<file path="config.mk">
export PLATFORM = sky130hd
export DESIGN_NAME = bounded_utf8_sanitizer_top
export DESIGN_NICKNAME = d
export VERILOG_FILES = /design/src/sv/butf_pkg.sv /design/src/sv/butf_ctrl.sv /design/src/sv/butf_dp.sv /design/src/sv/bounded_utf8_sanitizer_top.sv
export SDC_FILE = /design/constraint.sdc
export NUM_CORES = 1
export LEC_CHECK = 0
export ABC_AREA = 1
export BUFFER_PORTS_ARGS = -buffer_cell sky130_fd_sc_hd__buf_2
export CAP_MARGIN = 40
export CORE_MARGIN = 8
export CORE_UTILIZATION = 45
export CTS_CLUSTER_SIZE = 12
export DETAILED_ROUTE_END_ITERATION = 7
export PLACE_DENSITY_LB_ADDON = 0.3
export SYNTH_ARGS = -nofsm -noshare
export SYNTH_HDL_FRONTEND = slang
export SYNTH_SLANG_ARGS = --single-unit
</file>
<file path="constraint.sdc">
create_clock -name clk_i -period 5.7 [get_ports clk_i]
set_clock_uncertainty 0.1 [all_clocks]
set_input_delay 1.14 -clock clk_i [delete_from_list [all_inputs] [get_ports clk_i]]
set_output_delay 1.14 -clock clk_i [all_outputs]
set_load 0.1 [all_outputs]
</file>
<file path="src/sv/butf_pkg.sv">
package butf_pkg;

  localparam int unsigned CfgIdxW = 8;
  localparam int unsigned CfgDataW = 16;

  localparam logic [CfgIdxW-1:0] CfgByteLimit = 8'd0;
  localparam logic [CfgIdxW-1:0] CfgReplace   = 8'd1;

  localparam logic [15:0] LimitReset = 16'd4096;

  localparam logic [7:0] Lead2Lo   = 8'hC2;
  localparam logic [7:0] Lead2Hi   = 8'hDF;
  localparam logic [7:0] Lead3Lo   = 8'hE0;
  localparam logic [7:0] Lead3Hi   = 8'hEF;
  localparam logic [7:0] Lead4Lo   = 8'hF0;
  localparam logic [7:0] Lead4Hi   = 8'hF4;
  localparam logic [7:0] LeadSurr  = 8'hED;
  localparam logic [7:0] Cont3Min  = 8'hA0;
  localparam logic [7:0] Cont4Min  = 8'h90;
  localparam logic [7:0] ContMask  = 8'hC0;
  localparam logic [7:0] ContMark  = 8'h80;

  localparam logic [7:0] Repl0 = 8'hEF;
  localparam logic [7:0] Repl1 = 8'hBF;
  localparam logic [7:0] Repl2 = 8'hBD;

  typedef struct packed {
    logic load;
    logic step;
    logic push;
  } butf_cmd_t;

  typedef struct packed {
    logic step_emits;
    logic step_drains;
    logic emit_last;
    logic out_free;
    logic q_empty;
  } butf_stat_t;

  function automatic logic [2:0] seq_len(input logic [7:0] lead);
    logic [2:0] len;
    len = 3'd0;
    if (lead < ContMark) begin
      len = 3'd1;
    end else if (lead >= Lead2Lo && lead <= Lead2Hi) begin
      len = 3'd2;
    end else if (lead >= Lead3Lo && lead <= Lead3Hi) begin
      len = 3'd3;
    end else if (lead >= Lead4Lo && lead <= Lead4Hi) begin
      len = 3'd4;
    end
    return len;
  endfunction

endpackage

</file>
<file path="src/sv/butf_ctrl.sv">
module butf_ctrl
  import butf_pkg::*;
(
  input  logic       clk_i,
  input  logic       rst_ni,
  input  logic       in_valid_i,
  output logic       in_ready_o,
  output butf_cmd_t  cmd_o,
  input  butf_stat_t stat_i
);

  localparam logic [1:0] StIdle   = 2'd0;
  localparam logic [1:0] StDecide = 2'd1;
  localparam logic [1:0] StEmit   = 2'd2;

  logic [1:0] state_q, state_d;

  always_comb begin
    state_d    = state_q;
    in_ready_o = 1'b0;
    cmd_o      = '0;
    unique case (state_q)
      StIdle: begin
        in_ready_o = 1'b1;
        if (in_valid_i) begin
          cmd_o.load = 1'b1;
          state_d    = StDecide;
        end
      end
      StDecide: begin
        cmd_o.step = 1'b1;
        if (stat_i.step_emits) begin
          state_d = StEmit;
        end else if (stat_i.step_drains) begin
          state_d = StIdle;
        end
      end
      StEmit: begin
        cmd_o.push = stat_i.out_free;
        if (stat_i.out_free && stat_i.emit_last) begin
          state_d = stat_i.q_empty ? StIdle : StDecide;
        end
      end
      default: begin
        state_d = StIdle;
      end
    endcase
  end

  always_ff @(posedge clk_i or negedge rst_ni) begin
    if (!rst_ni) begin
      state_q <= StIdle;
    end else begin
      state_q <= state_d;
    end
  end

endmodule

</file>
<file path="src/sv/butf_dp.sv">
module butf_dp
  import butf_pkg::*;
(
  input  logic                clk_i,
  input  logic                rst_ni,
  input  butf_cmd_t           cmd_i,
  output butf_stat_t          stat_o,
  input  logic [7:0]          in_byte_i,
  input  logic                in_last_i,
  input  logic                cfg_valid_i,
  input  logic [CfgIdxW-1:0]  cfg_index_i,
  input  logic [CfgDataW-1:0] cfg_data_i,
  input  logic                out_ready_i,
  output logic                out_valid_o,
  output logic [7:0]          out_byte_o,
  output logic                is_end_o,
  output logic                utf8_ok_o
);

  typedef struct packed {
    logic [7:0] b;
    logic       e;
    logic       ok;
  } item_t;

  logic [15:0] limit_q;
  logic        replace_q;

  logic [7:0]  q_q [4];
  logic [2:0]  qcnt_q;
  logic [7:0]  pend_q [3];
  logic [1:0]  pc_q;
  logic [2:0]  el_q;
  logic [15:0] emitted_q;
  logic        stop_q, err_q;
  item_t       ebuf_q [4];
  logic [2:0]  ecnt_q;
  logic        out_valid_q;
  item_t       out_q;

  logic [7:0]  st_q [4];
  logic [2:0]  st_qcnt;
  logic [7:0]  st_pend [3];
  logic [1:0]  st_pc;
  logic [2:0]  st_el;
  logic [15:0] st_emitted;
  logic        st_stop, st_err;
  item_t       st_ebuf [4];
  logic [2:0]  st_ecnt;

  logic [7:0]  c, lead;
  logic [2:0]  len, addlen;
  logic        cont_ok, fits, at_limit;
  logic [16:0] sum;

  assign c        = q_q[0];
  assign lead     = pend_q[0];
  assign len      = seq_len(c);
  assign at_limit = emitted_q >= limit_q;

  always_comb begin
    cont_ok = (c & ContMask) == ContMark;
    if (cont_ok && pc_q == 2'd1) begin
      if (el_q == 3'd3) begin
        cont_ok = !(lead == Lead3Lo && c < Cont3Min) && !(lead == LeadSurr && c >= Cont3Min);
      end else if (el_q == 3'd4) begin
        cont_ok = !(lead == Lead4Lo && c < Cont4Min) && !(lead == Lead4Hi && c >= Cont4Min);
      end
    end
  end

  assign addlen = (el_q != 3'd0 && cont_ok) ? el_q : 3'd3;
  assign sum    = {1'b0, emitted_q} + {14'd0, addlen};
  assign fits   = sum <= {1'b0, limit_q};

  always_comb begin
    logic invalid;
    logic finish;
    invalid    = 1'b0;
    finish     = 1'b0;
    st_pend    = pend_q;
    st_pc      = pc_q;
    st_el      = el_q;
    st_emitted = emitted_q;
    st_stop    = stop_q;
    st_err     = err_q;
    for (int j = 0; j < 3; j++) begin
      st_q[j] = q_q[j+1];
    end
    st_q[3]  = q_q[3];
    st_qcnt  = qcnt_q - 3'd1;
    for (int j = 0; j < 4; j++) begin
      st_ebuf[j] = '{b: c, e: 1'b0, ok: 1'b0};
    end
    st_ecnt = 3'd0;

    if (stop_q || err_q) begin
      finish = (c == 8'd0);
    end else if (el_q == 3'd0) begin
      if (c == 8'd0) begin
        finish = 1'b1;
      end else if (at_limit) begin
        st_stop = 1'b1;
      end else if (len == 3'd0) begin
        invalid = 1'b1;
      end else if (len == 3'd1) begin
        st_ecnt    = 3'd1;
        st_emitted = emitted_q + 16'd1;
      end else begin
        st_pend[0] = c;
        st_pc      = 2'd1;
        st_el      = len;
      end
    end else if (!cont_ok) begin
      invalid = 1'b1;
      unique case (pc_q)
        2'd2: begin
          st_q[0] = pend_q[1];
          st_q[1] = q_q[0];
          st_q[2] = q_q[1];
          st_q[3] = q_q[2];
        end
        2'd3: begin
          st_q[0] = pend_q[1];
          st_q[1] = pend_q[2];
          st_q[2] = q_q[0];
          st_q[3] = q_q[1];
        end
        default: begin
          st_q[0] = q_q[0];
          st_q[1] = q_q[1];
          st_q[2] = q_q[2];
          st_q[3] = q_q[3];
        end
      endcase
      st_qcnt = qcnt_q + {1'b0, pc_q} - 3'd1;
    end else if ({1'b0, pc_q} + 3'd1 == el_q) begin
      if (fits) begin
        for (int j = 0; j < 3; j++) begin
          st_ebuf[j].b = pend_q[j];
        end
        st_ebuf[pc_q].b = c;
        st_ecnt         = {1'b0, pc_q} + 3'd1;
        st_emitted      = emitted_q + {13'd0, el_q};
      end else begin
        st_stop = 1'b1;
      end
      st_pc = 2'd0;
      st_el = 3'd0;
    end else begin
      if (pc_q != 2'd3) begin
        st_pend[pc_q] = c;
      end
      st_pc = pc_q + 2'd1;
    end

    if (invalid) begin
      st_pc = 2'd0;
      st_el = 3'd0;
      if (!replace_q) begin
        st_err = 1'b1;
      end else if (fits) begin
        st_ebuf[0].b = Repl0;
        st_ebuf[1].b = Repl1;
        st_ebuf[2].b = Repl2;
        st_ecnt      = 3'd3;
        st_emitted   = emitted_q + 16'd3;
      end else begin
        st_stop = 1'b1;
      end
    end

    if (finish) begin
      st_ebuf[0] = '{b: 8'd0, e: 1'b1, ok: !err_q};
      st_ecnt    = 3'd1;
      st_pc      = 2'd0;
      st_el      = 3'd0;
      st_emitted = 16'd0;
      st_stop    = 1'b0;
      st_err     = 1'b0;
    end
  end

  assign stat_o.step_emits  = st_ecnt != 3'd0;
  assign stat_o.step_drains = st_qcnt == 3'd0;
  assign stat_o.emit_last   = ecnt_q == 3'd1;
  assign stat_o.out_free    = !out_valid_q || out_ready_i;
  assign stat_o.q_empty     = qcnt_q == 3'd0;

  always_ff @(posedge clk_i or negedge rst_ni) begin
    if (!rst_ni) begin
      limit_q     <= LimitReset;
      replace_q   <= 1'b0;
      qcnt_q      <= 3'd0;
      pc_q        <= 2'd0;
      el_q        <= 3'd0;
      emitted_q   <= 16'd0;
      stop_q      <= 1'b0;
      err_q       <= 1'b0;
      ecnt_q      <= 3'd0;
      out_valid_q <= 1'b0;
    end else begin
      if (cfg_valid_i && cfg_index_i == CfgByteLimit) begin
        limit_q <= cfg_data_i;
      end
      if (cfg_valid_i && cfg_index_i == CfgReplace) begin
        replace_q <= cfg_data_i[0];
      end
      if (cmd_i.load) begin
        qcnt_q <= (in_byte_i != 8'd0 && in_last_i) ? 3'd2 : 3'd1;
      end else if (cmd_i.step) begin
        qcnt_q    <= st_qcnt;
        pc_q      <= st_pc;
        el_q      <= st_el;
        emitted_q <= st_emitted;
        stop_q    <= st_stop;
        err_q     <= st_err;
        ecnt_q    <= st_ecnt;
      end else if (cmd_i.push) begin
        ecnt_q <= ecnt_q - 3'd1;
      end
      if (cmd_i.push) begin
        out_valid_q <= 1'b1;
      end else if (out_ready_i) begin
        out_valid_q <= 1'b0;
      end
    end
  end

  always_ff @(posedge clk_i) begin
    if (cmd_i.load) begin
      q_q[0] <= in_byte_i;
      q_q[1] <= 8'd0;
    end else if (cmd_i.step) begin
      q_q     <= st_q;
      pend_q  <= st_pend;
      ebuf_q  <= st_ebuf;
    end else if (cmd_i.push) begin
      for (int j = 0; j < 3; j++) begin
        ebuf_q[j] <= ebuf_q[j+1];
      end
    end
    if (cmd_i.push) begin
      out_q <= ebuf_q[0];
    end
  end

  assign out_valid_o = out_valid_q;
  assign out_byte_o  = out_q.b;
  assign is_end_o    = out_q.e;
  assign utf8_ok_o   = out_q.ok;

`ifndef SYNTHESIS
  a_push_has_item: assert property (@(posedge clk_i) disable iff (!rst_ni)
    cmd_i.push |-> ecnt_q != 3'd0)
    else $error("Output beat pushed from an empty emit buffer.");

  a_step_has_byte: assert property (@(posedge clk_i) disable iff (!rst_ni)
    cmd_i.step |-> (qcnt_q != 3'd0 && ecnt_q == 3'd0))
    else $error("Decision taken without a byte or with results still waiting.");

  a_seq_state: assert property (@(posedge clk_i) disable iff (!rst_ni)
    (el_q == 3'd0) == (pc_q == 2'd0))
    else $error("Sequence length and pending count disagree.");

  a_pend_below_len: assert property (@(posedge clk_i) disable iff (!rst_ni)
    (el_q != 3'd0) |-> ({1'b0, pc_q} < el_q))
    else $error("Pending count has reached the sequence length.");

  a_end_clears: assert property (@(posedge clk_i) disable iff (!rst_ni)
    (cmd_i.push && ebuf_q[0].e) |=> (emitted_q == 16'd0 && !stop_q && !err_q))
    else $error("String state not cleared after the end beat.");
`endif

endmodule

</file>
<file path="src/sv/bounded_utf8_sanitizer_top.sv">
// Channel   Handshake                  Payload
// in        in_valid_i / in_ready_o    in_byte_i, in_last_i
// out       out_valid_o / out_ready_i  out_byte_o, is_end_o, utf8_ok_o
// cfg       cfg_valid_i / cfg_ready_o  cfg_index_i, cfg_data_i
//
// An input byte is first loaded, then goes through one decision per byte it puts
// through the decoder (replayed bytes included) and one push per output beat.
// Output stalls hold the emit stage; the final result register is a separate stage.
// Reset is asynchronous; no clearing pass follows it, and the pending bytes are not reset.
// Configuration writes are always taken and act on the next decision.
module bounded_utf8_sanitizer_top
  import butf_pkg::*;
(
  input  logic                clk_i,
  input  logic                rst_ni,
  input  logic                in_valid_i,
  output logic                in_ready_o,
  input  logic [7:0]          in_byte_i,
  input  logic                in_last_i,
  output logic                out_valid_o,
  input  logic                out_ready_i,
  output logic [7:0]          out_byte_o,
  output logic                is_end_o,
  output logic                utf8_ok_o,
  input  logic                cfg_valid_i,
  output logic                cfg_ready_o,
  input  logic [CfgIdxW-1:0]  cfg_index_i,
  input  logic [CfgDataW-1:0] cfg_data_i
);

  butf_cmd_t  cmd;
  butf_stat_t stat;

  assign cfg_ready_o = 1'b1;

  butf_ctrl u_ctrl (
    .clk_i      (clk_i),
    .rst_ni     (rst_ni),
    .in_valid_i (in_valid_i),
    .in_ready_o (in_ready_o),
    .cmd_o      (cmd),
    .stat_i     (stat)
  );

  butf_dp u_dp (
    .clk_i       (clk_i),
    .rst_ni      (rst_ni),
    .cmd_i       (cmd),
    .stat_o      (stat),
    .in_byte_i   (in_byte_i),
    .in_last_i   (in_last_i),
    .cfg_valid_i (cfg_valid_i),
    .cfg_index_i (cfg_index_i),
    .cfg_data_i  (cfg_data_i),
    .out_ready_i (out_ready_i),
    .out_valid_o (out_valid_o),
    .out_byte_o  (out_byte_o),
    .is_end_o    (is_end_o),
    .utf8_ok_o   (utf8_ok_o)
  );

endmodule
</file>
==> metrics.cfg, run 1 <==
[floorplanning]
fp.dieArea_um2=26500
io_pins=51
chipWidth_um=163
rows=53
initial_core_util=0.460
core-area_um2=21100
die_height_um=163

[sta]
setup_violations=0
drv_slew=0
slew_headroom=0.499
rsz0062_at_grt=false
worst_slew_pin_slew_ps=749
finalCritPeriodShare=0.908
hold_viol=0
fin_tns_setup_ps=0
max_freq_mhz=193
post-route-min-period_ps=5170

[power_and_ir_drop]
ir_worst_vdd_v=0.000338
combPwrFrac=0.536
switching_share=0.497
p_int_mw=3.41
power.density_nw_per_um2=628
power_frac_seq=0.302
power.share.clock=0.163
leakagePower_nw=4.82
switching_power_mw=3.38

[yosys]
synth_seq_cells=149
synth_area_um2=9700
synth_compound_area_frac=0.152
synth_edf_count=92
synthMuxAreaShare=0.00116
synth_top_cell_by_area=edfxtp_1
syn-num-nets=1272
synth_cell_types=65
synth-xor-area-share=0.0298
synth.top_cell.area_share=0.285
synth.area.top_cells=edfxtp_1 28%, dfrtp_1 12%, nand2_1 12%, ha_1 6.6%, o21ai_0 4.6%
synthAdderAreaFrac=0.0699
postSynth.asyncResetShare=0.329
synthSimpleGateAreaFrac=0.247
synth_top_family_by_area=simple AND/OR/NAND/NOR gates
synthCells=1181
yosysMostFrequentCell=nand2_1
syn_area_per_cell_um2=8.21
yosysWarnings=0
yosys-top-cells-count=302 x nand2_1, 106 x inv_1, 105 x nor2_1
seq_area_frac_synth=0.428
synth_ff_type=edfxtp_1

[clock_tree]
cts_resized=0
post_cts_buffers=0
path_clk_slew_ps=60
cts-buffers-inserted=17
cts_tree=yes
cts_buffer_depth=2
cts_root_buf=clkbuf_16
ctsHoldBuffers=0
cts.htree.levels=4
clk-insertion-delay-late_ps=430
cts_sinks=149

[worst_setup_path]
crit_type=reg -> reg
worst_path_max_delay_cell=edfxtp_1
startpoint_type=flip-flop
crit_required_ps=5770
cp.depth=29
crit_arrival_ps=5240
r2r_start=u_dp.c[6]
crit_buf_inv=2
end_kind=flip-flop
cpMostUsedCell=nand2_1
r2r_setup_slack_ps=530
crit_family=simple AND/OR/NAND/NOR gates
reg2reg_depth=29
critPathMaxStageDelay_ps=510
r2r_end=u_dp.ebuf_q[35]
crit_path_max_fanout=17

[detailed_routing]
dr.pass1.iters=6
drtIter0Drc=753
ant_nets=0
wl_per_cell_um=17.1
num_vias=8427
wirelength_um=25900
vias_per_cell=5.57
drc_errors=0

[layout]
multiInputGateArea_um2=4870
area_delta_synth_final_pct=11.5
diodes=0
fin_area_um2=10800
regArea_um2=4150
drive_above_1_share=0.138
fillCellCount=1999
nets=1317

[flow_run]
drv_cap=0

[global_routing]
antenna_found_initial=0
first_global_vias=7819
grt_max_degree=50
overflow=0
grt_pass1_wl_um=41900
grt.total_usage=0.198

[placement]
dp_hpwl_um=18800
portBuffers=49
placed_cell_area_um2=10200
gp_congestion=0.955

[min_path]
hp-class=reg -> reg
whs_path_depth=0
min-delay-start=u_dp.ebuf_q[38]
hold_end=u_dp.out_byte_o[6]

[run_status]
outcome=finished, final reports clean

==> cell usage in the layout (no fill, tap or decap), types with 3 or more instances in the layout <==
cell	netlist	layout
nand2_1	302	302
inv_1	106	106
nor2_1	105	103
edfxtp_1	92	92
o21ai_0	89	89
a21oi_1	52	52
ha_1	51	51
buf_2	12	49
nand3_1	48	48
dfrtp_1	48	48
xor2_1	28	28
o21ai_1	25	25
a31oi_1	24	24
clkbuf_16	0	17
buf_4	9	17
nand4_1	14	14
o22ai_1	13	13
inv_2	11	11
nor3_1	12	11
o211ai_1	11	11
nand2_2	10	10
dfxtp_1	8	8
nand2_4	6	6
o21ai_2	6	6
nor2_2	5	6
nor4_1	6	6
inv_6	0	6
xnor2_1	5	5
nand3_4	5	5
nor2_4	3	4
o21a_1	4	4
or2_2	3	3
a211oi_1	3	3
nand3_2	3	3
a22o_1	3	3
o31ai_1	3	3
==> worst max path at each step <==
| stage | startpoint | to |
|---|---|---|
| floorplan | u_dp.c[6] | u_dp.ebuf_q[28] |
| global placement | u_dp.c[6] | u_dp.ebuf_q[34] |
| detailed placement | u_dp.c[6] | u_dp.ebuf_q[32] |
| CTS | u_dp.c[6] | u_dp.ebuf_q[32] |
| global route | u_dp.c[6] | u_dp.ebuf_q[23] |
| finish | u_dp.c[6] | u_dp.ebuf_q[35] |
==> flip-flops by register name, summed over array words and instances, names as in the netlist, 2 cells and up <==
register / cells
u_dp.el_q: 3
u_dp.ebuf_q: 34
u_dp.pc_q: 2
u_dp.lead: 8
u_dp.ecnt_q: 3
u_dp.c: 8
u_ctrl.state_q: 2
u_dp.emitted_q: 16
u_dp.out_byte_o: 8
u_dp.limit_q: 16
u_dp.pend_q: 16
u_dp.q_q: 24
u_dp.qcnt_q: 3
==> final cells by class <==
class | instances | share of cell area
Inverter | 120 | 0.0420
Timing Repair Buffer | 69 | 0.0398
Clock buffer | 19 | 0.0419
Sequential cell | 149 | 0.384
Clock inverter | 13 | 0.0104
Multi-Input combinational cell | 869 | 0.450
Tap cell | 275 | 0.0318
==> metrics by stage <==
| step | setup slack [ps] | total power, mW | utilization | hold slack [ps] | cells |
|---|---|---|---|---|---|
| 2_1_floorplan | 1280 | 4.69 | - | 300 | 1181 |
| 3_3_place_gp | 698 | 5.53 | 0.482 | 302 | 1476 |
| 3_5_place_dp | 550 | 5.63 | 0.486 | 307 | 1482 |
| 4_1_cts | 539 | 6.75 | 0.513 | 322 | 1514 |
| 5_1_grt | 20.9 | 7.29 | 0.513 | 324 | 1514 |
| 6_report | 526 | 6.79 | 0.513 | 320 | 1514 |
==> power by group through the flow <==
stage,logic (mW),clock network [mW],registers [mW]
3_3_place_gp,3.47,0,2.05
5_1_grt,4.05,1.16,2.09
3_5_place_dp,3.57,0,2.06
2_1_floorplan,2.58,0,2.11
6_report,3.64,1.10,2.05
4_1_cts,3.60,1.12,2.04
==> routing by layer <==
layer  global-route usage  up-vias  share of wire
met5                    0        -              0
met4               0.0571        0          0.016
met3               0.0465       39          0.088
met2                0.288      376           0.43
met1                0.288     3904           0.47
li1                     -     4108              -
==> kinds of logic after synthesis <==
family                   count (synthesis)
adder cells (fa/ha/maj)                 53
other                                    1
AND/OR/NAND/NOR                        532
buffers and inverters                  163
XOR/XNOR                                33
AO/OA/AOI/OAI                          249
flip-flops                             149
multiplexers                             1
Power figures use the tool's default switching activity.
==> run 2: changes to the inputs <==
- CORE_MARGIN: 8 -> default
==> run 2 against run 1 <==
Against the previous run:
- critical path depth up 3
- power shrank 0.17%
- global-route usage grew 4.7 points
- highest routed layer unchanged
- sequential share of layout area barely moved
- utilization hardly changed
- critical path type unchanged
- sequential power hardly changed
- first-iteration DRC count increased by 0.53%
- combinational power about the same
- clock power is essentially flat
==> metrics.cfg, run 2 (synthesis gave the netlist of run 1 again) <==
[run_status]
outcome=finished, final reports clean

[power_and_ir_drop]
power_frac_seq=0.301
combPwrFrac=0.537
p_int_mw=3.40
leakagePower_nw=4.81
power.density_nw_per_um2=627
switching_power_mw=3.38
switching_share=0.499
ir_worst_vdd_v=0.000316
power.share.clock=0.162

[detailed_routing]
wl_per_cell_um=17.0
drtIter0Drc=757
drc_errors=0
num_vias=8408
vias_per_cell=5.56
dr.pass1.iters=6
ant_nets=0
wirelength_um=25700

[worst_setup_path]
startpoint_type=flip-flop
crit_arrival_ps=5230
r2r_start=u_dp.c[7]
crit_path_max_fanout=12
critPathMaxStageDelay_ps=580
end_kind=flip-flop
reg2reg_depth=32
crit_type=reg -> reg
setup.worst_path.start=u_dp.c[7]
cpMostUsedCell=nand2_1
crit_required_ps=5740
worst_path_max_delay_cell=nor2_1

[layout]
reg.largest.list=u_dp.ebuf_q: 34 flops, u_dp.q_q: 24 flops
final_common_cell=nand2_1
diodes=0
largest_reg_flops=34
nets=1316
most-common-layout-cells=302 x nand2_1, 106 x inv_1, 103 x nor2_1
area_delta_synth_final_pct=11.5
fillCellCount=2016
final_core_util=0.513
largest_register=u_dp.ebuf_q
drive_above_1_share=0.137

[floorplanning]
core-area_um2=21100
fp.dieArea_um2=22100
chipWidth_um=149
die_height_um=149
initial_core_util=0.460
io_pins=51
rows=53

[sta]
drv_slew=0
post-route-min-period_ps=5200
max_freq_mhz=192
worst_slew_pin_slew_ps=914
setup_violations=0
slew_headroom=0.387
whs_ps=319
hold_viol=0
fin_tns_setup_ps=0
finalCritPeriodShare=0.912
rsz0062_at_grt=false

[min_path]
whs_path_depth=0
min-delay-start=u_dp.ebuf_q[30]
hp-class=reg -> reg

[clock_tree]
path_clk_slew_ps=70
cts_tree=yes
cts_resized=0
cts-buffers-inserted=17
post_cts_buffers=0
cts.htree.levels=4
ctsHoldBuffers=0
clk-insertion-delay-late_ps=430
cts_root_buf=clkbuf_16
cts_buffer_depth=2
cts_sinks=149

[global_routing]
antenna_found_initial=0
first_global_vias=7860
grt_max_degree=50
grt_pass1_wl_um=42000
grt.total_usage=0.246
overflow=0

[placement]
gp_congestion=0.931
portBuffers=49
dp_hpwl_um=18600

[flow_run]
drv_cap=0

==> run 2: cell types whose count changed in the layout (fill, tap and decap cells not counted) <==
cell	delta
clkbuf_1	+1
clkinvlp_4	+1
clkinv_8	+1
buf_8	-1
clkinv_4	-1
clkbuf_8	-2
buf_16	+1
inv_8	+1
buf_4	-1
clkinv_2	-1
==> run 2: layer usage <==
layer / vias up / wire length, µm / GRT usage
met5: - / 0 / 0
met4: 0 / 405 / 0.0709
met3: 33 / 2240 / 0.0538
met2: 355 / 10800 / 0.351
met1: 3914 / 12300 / 0.369
li1: 4106 / - / -
==> run 2: final cells by class <==
type | count | area, µm² | share of cell area
Clock buffer | 18 | 429 | 0.0397
Clock inverter | 14 | 134 | 0.0124
Inverter | 120 | 454 | 0.0420
Multi-Input combinational cell | 869 | 4870 | 0.450
Sequential cell | 149 | 4150 | 0.384
Tap cell | 275 | 344 | 0.0318
Timing Repair Buffer | 68 | 435 | 0.0403
==> run 2: through the flow <==
step	setup WS (ps)	cells	total power, mW	area (µm²)
final	503	1513	6.78	10800
after global routing	98.1	1513	7.31	10800
after CTS	543	1513	6.76	10800
after detailed placement	555	1481	5.64	10200
after global placement	701	1476	5.53	10200
after floorplan	1280	1181	4.69	9700
==> run 2: critical path: cells and delay by family, from the launching register on <==
kind | cells | cell delay, ps
xor+xnor | 1 | 130
fa+ha+maj | 3 | 890
simple gates | 22 | 2550
compound gates | 2 | 260
buf+inv | 4 | 440
flops | 1 | 500
==> run 2: final timing paths <==
kind,end,slack [ps]
setup / recovery,u_dp.ebuf_q[26],500
hold / removal,u_dp.utf8_ok_o,320
setup reg to reg,u_dp.ebuf_q[26],500
hold reg to reg,u_dp.utf8_ok_o,320
max in group asynchronous,u_dp.emitted_q[7],4310
min in group asynchronous,u_dp.limit_q[2],740
==> run 2: power by group through the flow <==
stage,logic (mW),clock network [mW],registers (mW)
finish,3.64,1.10,2.04
detailed placement,3.58,0,2.06
floorplan,2.58,0,2.11
global placement,3.48,0,2.05
global route,4.07,1.15,2.09
CTS,3.61,1.11,2.04
